[config.mk]
export PLATFORM = sky130hd
export DESIGN_NAME = four_level_page_table_walker_flat
export DESIGN_NICKNAME = d
export VERILOG_FILES = /design/src/sv/ptw_pkg.sv /design/src/sv/ptw_ifs.sv /design/src/sv/ptw_front.sv /design/src/sv/ptw_back.sv /design/src/sv/four_level_page_table_walker.sv /design/src/flat_wrapper.sv
export SDC_FILE = /design/constraint.sdc
export NUM_CORES = 1
export LEC_CHECK = 0
export CAP_MARGIN = 20
export CORE_UTILIZATION = 40
export DETAILED_ROUTE_END_ITERATION = 8
export DONT_BUFFER_PORTS = 1
export GPL_TIMING_DRIVEN = 0
export PLACE_DENSITY = 0.67
export SETUP_SLACK_MARGIN = 0.5
export SLEW_MARGIN = 20
export SYNTH_ARGS = -nofsm -noshare
export SYNTH_HDL_FRONTEND = slang
export SYNTH_SLANG_ARGS = --single-unit
export TNS_END_PERCENT = 1
[constraint.sdc]
create_clock -name clk -period 3.3 [get_ports clk]
set_clock_uncertainty 0.05 [all_clocks]
set_input_delay 0.99 -clock clk [delete_from_list [all_inputs] [get_ports clk]]
set_output_delay 0.99 -clock clk [all_outputs]
set_load 0.02 [all_outputs]
[src/sv/ptw_pkg.sv]
// Shared types, codes and constants of the page table walker.
`timescale 1ns / 1ps

package ptw_pkg;

    typedef enum logic [1:0] {
        KIND_READ  = 2'd0,
        KIND_DONE  = 2'd1,
        KIND_FAULT = 2'd2,
        KIND_DROP  = 2'd3
    } kind_t;

    typedef enum logic [1:0] {
        PAGE_4K = 2'd0,
        PAGE_2M = 2'd1,
        PAGE_1G = 2'd2
    } page_size_t;

    localparam int unsigned ADDR_W      = 48;
    localparam int unsigned DATA_W      = 64;
    localparam int unsigned QUEUE_DEPTH = 2;
    localparam int unsigned PTR_W       = $clog2(QUEUE_DEPTH);
    localparam int unsigned COUNT_W     = $clog2(QUEUE_DEPTH + 1);

    localparam logic [1:0] LEVEL_TOP = 2'd3;
    localparam logic [1:0] LEVEL_1G  = 2'd2;
    localparam logic [1:0] LEVEL_2M  = 2'd1;
    localparam logic [1:0] LEVEL_4K  = 2'd0;

    localparam int unsigned PRESENT_POS = 0;
    localparam int unsigned LARGE_BIT   = 7;

    // Classified item as it waits between the front and the back.
    typedef struct packed {
        logic              is_data;
        logic              present;
        logic              size_flag;
        logic [ADDR_W-1:0] addr;
    } entry_t;

    typedef struct packed {
        logic   valid;
        entry_t entry;
    } head_t;

    // Frame bits 12 up to phys_bits-1 of an entry or of the root.
    function automatic logic [DATA_W-1:0] frame_mask(input int unsigned phys_bits);
        logic [DATA_W-1:0] mask;
        mask = ((64'd1 << phys_bits) - 64'd1) & ~64'hFFF;
        return mask;
    endfunction

endpackage

[src/sv/ptw_ifs.sv]
// Channel interfaces of the page table walker.
`timescale 1ns / 1ps

interface ptw_item_if;
    logic                        valid;
    logic                        ready;
    logic                        req_type;
    logic [ptw_pkg::ADDR_W-1:0]  virt_addr;
    logic [ptw_pkg::DATA_W-1:0]  read_data;

    modport source (output valid, output req_type, output virt_addr, output read_data,
                    input ready);
    modport sink (input valid, input req_type, input virt_addr, input read_data,
                  output ready);
endinterface

interface ptw_result_if;
    logic                        valid;
    logic                        ready;
    ptw_pkg::kind_t              kind;
    logic [ptw_pkg::ADDR_W-1:0]  address;
    ptw_pkg::page_size_t         page_size;

    modport source (output valid, output kind, output address, output page_size,
                    input ready);
    modport sink (input valid, input kind, input address, input page_size,
                  output ready);
endinterface

interface ptw_cfg_if;
    logic                        valid;
    logic                        ready;
    logic [ptw_pkg::ADDR_W-1:0]  table_root;

    modport source (output valid, output table_root, input ready);
    modport sink (input valid, input table_root, output ready);
endinterface

[src/sv/ptw_front.sv]
// Front of the walker: classifies incoming items and queues them for the back.
`timescale 1ns / 1ps

module ptw_front #(
    parameter int unsigned PHYS_ADDR_BITS = 48
) (
    input  logic            clk,
    input  logic            rst_n,
    ptw_item_if.sink        item,
    input  logic            pop,
    output ptw_pkg::head_t  head
);
    import ptw_pkg::*;

    localparam logic [DATA_W-1:0] FRAME_MASK = frame_mask(PHYS_ADDR_BITS);

    entry_t              queue_reg [QUEUE_DEPTH];
    logic [PTR_W-1:0]    wr_ptr_reg;
    logic [PTR_W-1:0]    wr_ptr_next;
    logic [PTR_W-1:0]    rd_ptr_reg;
    logic [PTR_W-1:0]    rd_ptr_next;
    logic [COUNT_W-1:0]  count_reg;
    logic [COUNT_W-1:0]  count_next;
    logic [DATA_W-1:0]   entry_frame;
    entry_t              incoming;
    logic                push;

    assign item.ready = (count_reg != COUNT_W'(QUEUE_DEPTH));
    assign push       = item.valid && item.ready;

    // Read data carries its frame in the address field, a translate its virtual address.
    always_comb
    begin
        entry_frame        = item.read_data & FRAME_MASK;
        incoming.is_data   = item.req_type;
        incoming.present   = item.read_data[PRESENT_POS];
        incoming.size_flag = item.read_data[LARGE_BIT];
        incoming.addr      = item.req_type ? entry_frame[ADDR_W-1:0] : item.virt_addr;
    end

    always_comb
    begin
        wr_ptr_next = wr_ptr_reg;
        rd_ptr_next = rd_ptr_reg;
        count_next  = count_reg;
        if (push)
        begin
            wr_ptr_next = (wr_ptr_reg == PTR_W'(QUEUE_DEPTH - 1)) ? '0 : wr_ptr_reg + 1'b1;
        end
        if (pop)
        begin
            rd_ptr_next = (rd_ptr_reg == PTR_W'(QUEUE_DEPTH - 1)) ? '0 : rd_ptr_reg + 1'b1;
        end
        if (push && !pop)
        begin
            count_next = count_reg + 1'b1;
        end
        else if (pop && !push)
        begin
            count_next = count_reg - 1'b1;
        end
    end

    always_ff @(posedge clk or negedge rst_n)
    begin
        if (!rst_n)
        begin
            wr_ptr_reg <= '0;
            rd_ptr_reg <= '0;
            count_reg  <= '0;
        end
        else
        begin
            wr_ptr_reg <= wr_ptr_next;
            rd_ptr_reg <= rd_ptr_next;
            count_reg  <= count_next;
        end
    end

    always_ff @(posedge clk)
    begin
        if (push)
        begin
            queue_reg[wr_ptr_reg] <= incoming;
        end
    end

    assign head.valid = (count_reg != '0);
    assign head.entry = queue_reg[rd_ptr_reg];

`ifndef SYNTH
    a_count_bound: assert property (@(posedge clk) disable iff (!rst_n)
        count_reg <= COUNT_W'(QUEUE_DEPTH))
        else $error("queue count exceeds its depth");

    a_count_up: assert property (@(posedge clk) disable iff (!rst_n)
        (push && !pop) |=> count_reg == $past(count_reg) + 1'b1)
        else $error("queue count did not follow a transfer in");

    a_count_down: assert property (@(posedge clk) disable iff (!rst_n)
        (pop && !push) |=> count_reg == $past(count_reg) - 1'b1)
        else $error("queue count did not follow a pop");
`endif

endmodule

[src/sv/ptw_back.sv]
// Back of the walker: holds the walk state and forms one result per queued item.
`timescale 1ns / 1ps

module ptw_back #(
    parameter int unsigned PHYS_ADDR_BITS = 48
) (
    input  logic            clk,
    input  logic            rst_n,
    ptw_cfg_if.sink         cfg,
    input  ptw_pkg::head_t  head,
    output logic            pop,
    ptw_result_if.source    result
);
    import ptw_pkg::*;

    localparam logic [DATA_W-1:0] FRAME_MASK = frame_mask(PHYS_ADDR_BITS);

    logic [ADDR_W-1:0]  root_reg;
    logic               active_reg;
    logic               active_next;
    logic [1:0]         level_reg;
    logic [1:0]         level_next;
    logic [ADDR_W-1:0]  vaddr_reg;
    logic [ADDR_W-1:0]  vaddr_next;
    logic               out_valid_reg;
    logic               out_valid_next;
    kind_t              kind_reg;
    logic [ADDR_W-1:0]  address_reg;
    page_size_t         page_size_reg;
    kind_t              res_kind;
    logic [ADDR_W-1:0]  res_addr;
    page_size_t         res_size;
    logic [8:0]         next_index;
    entry_t             e;

    assign cfg.ready = 1'b1;
    assign e         = head.entry;
    assign pop       = head.valid && (!out_valid_reg || result.ready);

    always_comb
    begin
        case (level_reg)
            LEVEL_TOP: next_index = vaddr_reg[38:30];
            LEVEL_1G:  next_index = vaddr_reg[29:21];
            default:   next_index = vaddr_reg[20:12];
        endcase
    end

    always_comb
    begin
        res_kind    = KIND_DROP;
        res_addr    = '0;
        res_size    = PAGE_4K;
        active_next = active_reg;
        level_next  = level_reg;
        vaddr_next  = vaddr_reg;
        if (pop)
        begin
            if (!e.is_data)
            begin
                if (!active_reg)
                begin
                    vaddr_next  = e.addr;
                    active_next = 1'b1;
                    level_next  = LEVEL_TOP;
                    res_kind    = KIND_READ;
                    res_addr    = root_reg | {36'd0, e.addr[47:39], 3'd0};
                end
            end
            else if (active_reg)
            begin
                if (!e.present)
                begin
                    res_kind    = KIND_FAULT;
                    active_next = 1'b0;
                    level_next  = LEVEL_4K;
                end
                else if (level_reg == LEVEL_1G && e.size_flag)
                begin
                    res_kind    = KIND_DONE;
                    res_addr    = {e.addr[47:30], vaddr_reg[29:0]};
                    res_size    = PAGE_1G;
                    active_next = 1'b0;
                    level_next  = LEVEL_4K;
                end
                else if (level_reg == LEVEL_2M && e.size_flag)
                begin
                    res_kind    = KIND_DONE;
                    res_addr    = {e.addr[47:21], vaddr_reg[20:0]};
                    res_size    = PAGE_2M;
                    active_next = 1'b0;
                    level_next  = LEVEL_4K;
                end
                else if (level_reg == LEVEL_4K)
                begin
                    res_kind    = KIND_DONE;
                    res_addr    = {e.addr[47:12], vaddr_reg[11:0]};
                    active_next = 1'b0;
                end
                else
                begin
                    res_kind   = KIND_READ;
                    res_addr   = e.addr | {36'd0, next_index, 3'd0};
                    level_next = level_reg - 2'd1;
                end
            end
        end
    end

    always_comb
    begin
        if (pop)
        begin
            out_valid_next = 1'b1;
        end
        else if (result.ready)
        begin
            out_valid_next = 1'b0;
        end
        else
        begin
            out_valid_next = out_valid_reg;
        end
    end

    always_ff @(posedge clk or negedge rst_n)
    begin
        if (!rst_n)
        begin
            root_reg      <= '0;
            active_reg    <= 1'b0;
            level_reg     <= LEVEL_4K;
            vaddr_reg     <= '0;
            out_valid_reg <= 1'b0;
        end
        else
        begin
            if (cfg.valid)
            begin
                root_reg <= cfg.table_root & FRAME_MASK[ADDR_W-1:0];
            end
            active_reg    <= active_next;
            level_reg     <= level_next;
            vaddr_reg     <= vaddr_next;
            out_valid_reg <= out_valid_next;
        end
    end

    always_ff @(posedge clk)
    begin
        if (pop)
        begin
            kind_reg      <= res_kind;
            address_reg   <= res_addr;
            page_size_reg <= res_size;
        end
    end

    assign result.valid     = out_valid_reg;
    assign result.kind      = kind_reg;
    assign result.address   = address_reg;
    assign result.page_size = page_size_reg;

`ifndef SYNTH
    a_end_clears_walk: assert property (@(posedge clk) disable iff (!rst_n)
        (pop && (res_kind == KIND_DONE || res_kind == KIND_FAULT)) |=> !active_reg)
        else $error("walk still active after it ended");

    a_read_keeps_walk: assert property (@(posedge clk) disable iff (!rst_n)
        (pop && res_kind == KIND_READ) |=> active_reg)
        else $error("read request issued without an active walk");

    a_size_on_done: assert property (@(posedge clk) disable iff (!rst_n)
        (out_valid_reg && page_size_reg != PAGE_4K) |-> kind_reg == KIND_DONE)
        else $error("page size given on a result that is not a translation");

    a_drop_no_state: assert property (@(posedge clk) disable iff (!rst_n)
        (pop && res_kind == KIND_DROP) |=> active_reg == $past(active_reg)
            && level_reg == $past(level_reg))
        else $error("dropped item changed the walk state");
`endif

endmodule

[src/sv/four_level_page_table_walker.sv]
// Four-level page table walker with a large-page aware 48-bit translation.
//
// Channels: item takes translate requests (req_type 0, virt_addr) and table
// entries returned from memory (req_type 1, read_data); result gives one item
// per input item: a memory read request, a finished translation, a fault, or a
// report that an item arrived out of turn and was dropped. cfg writes the
// table root, taken at a transfer; the user must transfer only while the block
// is idle, as the block itself does not enforce this. An item taken is written
// into the queue, then popped by the back end into the result register, which
// holds its result valid. Throughput: one item per cycle while the receiver
// takes results, set by the back end walk step, popping one queued item per cycle.
// A two-entry queue sits between the classifying front end and the back end.
// When the receiver stalls, the result register holds its item, the queue
// fills, and item.ready falls once both queue entries are taken.
// Reset clears the root to zero, ends any walk and empties the queue and the
// result register.
`timescale 1ns / 1ps

module four_level_page_table_walker #(
    parameter int unsigned PHYS_ADDR_BITS = 48
) (
    input  logic          clk,
    input  logic          rst_n,
    ptw_cfg_if.sink       cfg,
    ptw_item_if.sink      item,
    ptw_result_if.source  result
);
    import ptw_pkg::*;

    head_t  head;
    logic   pop;

    ptw_front #(
        .PHYS_ADDR_BITS (PHYS_ADDR_BITS)
    ) u_front (
        .clk   (clk),
        .rst_n (rst_n),
        .item  (item),
        .pop   (pop),
        .head  (head)
    );

    ptw_back #(
        .PHYS_ADDR_BITS (PHYS_ADDR_BITS)
    ) u_back (
        .clk    (clk),
        .rst_n  (rst_n),
        .cfg    (cfg),
        .head   (head),
        .pop    (pop),
        .result (result)
    );

endmodule
[src/flat_wrapper.sv]
// flat-port wrapper written by rule: the top's interface ports become plain ports
module four_level_page_table_walker_flat import ptw_pkg::*;
#(
    parameter int unsigned PHYS_ADDR_BITS = 48
)
  (clk, rst_n, cfg_valid, cfg_table_root, cfg_ready, item_valid, item_req_type, item_virt_addr, item_read_data, item_ready, result_valid, result_kind, result_address, result_page_size, result_ready);
  ptw_cfg_if cfg_i ();
  ptw_item_if item_i ();
  ptw_result_if result_i ();
  input  logic clk;
  input  logic rst_n;
  input wire logic [$bits(cfg_i.valid)-1:0] cfg_valid;
  input wire logic [$bits(cfg_i.table_root)-1:0] cfg_table_root;
  output wire logic [$bits(cfg_i.ready)-1:0] cfg_ready;
  input wire logic [$bits(item_i.valid)-1:0] item_valid;
  input wire logic [$bits(item_i.req_type)-1:0] item_req_type;
  input wire logic [$bits(item_i.virt_addr)-1:0] item_virt_addr;
  input wire logic [$bits(item_i.read_data)-1:0] item_read_data;
  output wire logic [$bits(item_i.ready)-1:0] item_ready;
  output wire logic [$bits(result_i.valid)-1:0] result_valid;
  output wire logic [$bits(result_i.kind)-1:0] result_kind;
  output wire logic [$bits(result_i.address)-1:0] result_address;
  output wire logic [$bits(result_i.page_size)-1:0] result_page_size;
  input wire logic [$bits(result_i.ready)-1:0] result_ready;
  assign cfg_i.valid = cfg_valid;
  assign cfg_i.table_root = cfg_table_root;
  assign cfg_ready = cfg_i.ready;
  assign item_i.valid = item_valid;
  assign item_i.req_type = item_req_type;
  assign item_i.virt_addr = item_virt_addr;
  assign item_i.read_data = item_read_data;
  assign item_ready = item_i.ready;
  assign result_valid = result_i.valid;
  assign result_kind = result_i.kind;
  assign result_address = result_i.address;
  assign result_page_size = result_i.page_size;
  assign result_i.ready = result_ready;
  four_level_page_table_walker #(.PHYS_ADDR_BITS(PHYS_ADDR_BITS)) u_core (.clk(clk), .rst_n(rst_n), .cfg(cfg_i), .item(item_i), .result(result_i));
endmodule
==> metrics.txt <==
Layout Cells excl Fill=between 1000 and 1500; P_leak=approximately 4.3 nW; Die ar.=approximately 25000 sq um; peak supply drop=0.461 mV; crit end category=flip-flop; Critical Path RT=~3500 ps; r2r endpoint=u_core.u_back.result.address[11]$_DFFE_PP_; Period minus WS final=approximately 2500 ps; final setup violating endpoints=0; Fill cells=2123; Area Overhead vs Synth=13.9%; CTS Buf Count=25; via count=~5600; Largest register FFs=about 100; Syn Area/Cell=about 14 sq um; worst hold path type=in2async; FF-to-FF path depth=7; drt wl/cell=roughly 22 um; sequential area share after synthesis=67.6%; Final nets=890; Initial Utilization=40.8%; Root Buffer=clkbuf_16; Post-route DRC=0; IO Pins=about 220; CTS Sinks=about 240; CTS max path bufs=3; Initial DRC Count=365; drt pass-1 iters=6; Fmax achieved=407 MHz; Die W=roughly 160 um; Die H=~160 um; port buffer count=0; Tcrit/Tclk final=74.5%; Slew headroom=47.2%; Post-Syn Instances=slightly below 700; RSZ-0062 raised after global routing=false; CP Launch Type=input port; DR vias/cell=between 5 and 6; Final ANT Viol Nets=0; Post-DP HPWL=roughly 16000 um; Reg power frac=a little under half; status=finished clean; CTS tree=built; Ys Warns=0; Pwr Density=about 990 nW/um^2; Synth top area share=a little under half; hold violation count in the final report=0; CTS H-Tree Depth=1; Worst Path Arrival=2660 ps; Clk pwr share=between 20% and 30%; Total Routing Usage GR=between 15 and 20%; initial antenna violation count=6; Distinct cells, synth=35; switching power=around 3.9 mW; clk slew on worst S/H paths=60 ps; Crit Reg-Reg Startpoint=u_core.u_back.level_reg[0]$_DFFE_PN0P_; Setup CP Type=in2reg; largest net degree at the start of global routing=84; combinational share of power=roughly 28%; Yosys top cell by area=edfxtp_1; ratio of cells with drive above 1 in the final layout=a little under a quarter; R2R setup slack=between 900 and 1000 ps; Internal=between 7 and 8 mW; row count=57; synthesized net count=~860; Max-Cap Viols=0; leading post-synthesis cells by cell area=edfxtp_1, dfrtp_1, mux2_2; end point of the critical path=u_core.u_front.queue_reg[1][16]$_DFFE_PP_; Core ar.=between 20000 and 25000 sq um; Crit Path Max Fanout=10; CP startpoint=item_req_type; first-pass GRT wire length=34600 um; vias in the first global route=around 5700; post-synthesis cell area=around 10000 sq um; final hold slack=111 ps; Slew Viols, Final=0; # resized after CTS=0; Final GP Congestion=between 0.8 and 0.9; gr ovfl total=0; Placed Instances=around 1000; cts-stage hold buffer count=0; Worst-Skew Late Latency=between 500 and 600 ps; sw frac=35.1%; final wirelength=around 23000 um; Slew @ Worst Pin=793 ps; Setup Buffers After CTS=0; Seq cells post-synth=237
-- power groups by stage --
stage	Combinational, mW	Clock [mW]	Sequential, mW
final	3.18	2.87	5.18
after CTS	3.20	2.92	5.19
after global routing	3.48	3.04	5.27
after floorplan	2.19	0	5.08
after detailed placement	3.18	0	5.24
after global placement	3.01	0	5.25
-- stage by stage --
stage / TNS, ps / power (mW) / utilization, % / worst slack (ps) / area, sq um
after global routing: 0 / 11.8 / 46.4 / 741 / 11300
after global placement: -33860 / 8.26 / 42.5 / -335 / 10300
after CTS: 0 / 11.3 / 46.4 / 778 / 11300
after detailed placement: 0 / 8.43 / 42.9 / 237 / 10400
final: 0 / 11.2 / 46.4 / 843 / 11300
after floorplan: 0 / 7.27 / - / 539 / 9920
-- worst min-delay path by stage --
stage | slack [ps] | end | cells past startpoint
after global routing | 90 | u_core.u_back.root_reg[36]$_DFFE_PN0P_ | 0
after detailed placement | 450 | u_core.u_back.root_reg[29]$_DFFE_PN0P_ | 1
final | 110 | u_core.u_back.root_reg[38]$_DFFE_PN0P_ | 0
after global placement | 440 | u_core.u_back.root_reg[46]$_DFFE_PN0P_ | 1
after CTS | 90 | u_core.u_back.root_reg[38]$_DFFE_PN0P_ | 0
after floorplan | 430 | u_core.u_back.root_reg[12]$_DFFE_PN0P_ | 1
-- cell type report --
cell class	instances	area, sq um	area share, %
clock buffers	35	713	6.32
repair buffers	4	95.1	0.842
multi-input cells	393	2950	26.1
diodes	4	10.0	0.0887
plain buffers	43	221	1.96
inverters	15	58.8	0.521
flip-flops and latches	237	6700	59.4
well taps	324	405	3.59
clock inverters	11	139	1.23
-- placed cells by master (no fill, tap or decap), types with 25 or more instances in the layout --
cell	instances
nand2_1	50
mux2_2	101
edfxtp_1	154
o21ai_0	48
clkbuf_1	25
nor2_1	32
clkbuf_16	25
mux2i_1	51
dfrtp_1	83
a21oi_1	33
-- worst max-delay path: stages --
cell      delay [ps]
clkbuf_1         570
buf_1            650
mux2_2           440
-- cells by family (layout without fill, tap and decap cells) --
logic type	Yosys count	in the layout	share of synthesized area [%]
AO/OA/AOI/OAI	115	115	6.65
XOR/XNOR	5	5	0.442
adder cells (fa/ha/maj)	5	5	0.631
buffers and inverters	58	108	2.80
flip-flops	237	237	67.6
multiplexers	153	153	16.8
other	1	5	0.0378
AND/OR/NAND/NOR	114	114	5.05
-- routing by layer --
metal / vias to the layer above / global-route usage [%] / share of wire (%)
li1: 2603 / - / -
met1: 2785 / 25.1 / 44
met2: 217 / 29.6 / 47
met3: 28 / 4.04 / 7.0
met4: 4 / 4.68 / 1.5
met5: - / 0 / 0.094
-- cell usage after synthesis --
library cell  instances
buf_2                 8
nand2b_1              4
xnor2_1               3
buf_6                 2
a21oi_1              33
mux2_4                1
a22oi_1               9
a311o_1               1
o21ai_0              48
xor2_1                2
nand3_1               2
dfrtp_1              83
and3_1                1
mux2_2              101
nand2_2               1
nor3_1                9
edfxtp_1            154
mux2i_1              51
nand2_1              50
clkbuf_1             20
and4bb_2              1
buf_4                 9
a211oi_1              3
nor4b_1               1
o22ai_1              10
conb_1                1
o21ai_1               1
ha_1                  5
buf_1                 3
nor2b_1              12
o21a_1                1
nor2_1               33
clkbuf_2              1
inv_1                15
o311ai_0              9
No activity file was read; power rests on OpenSTA's default activity.
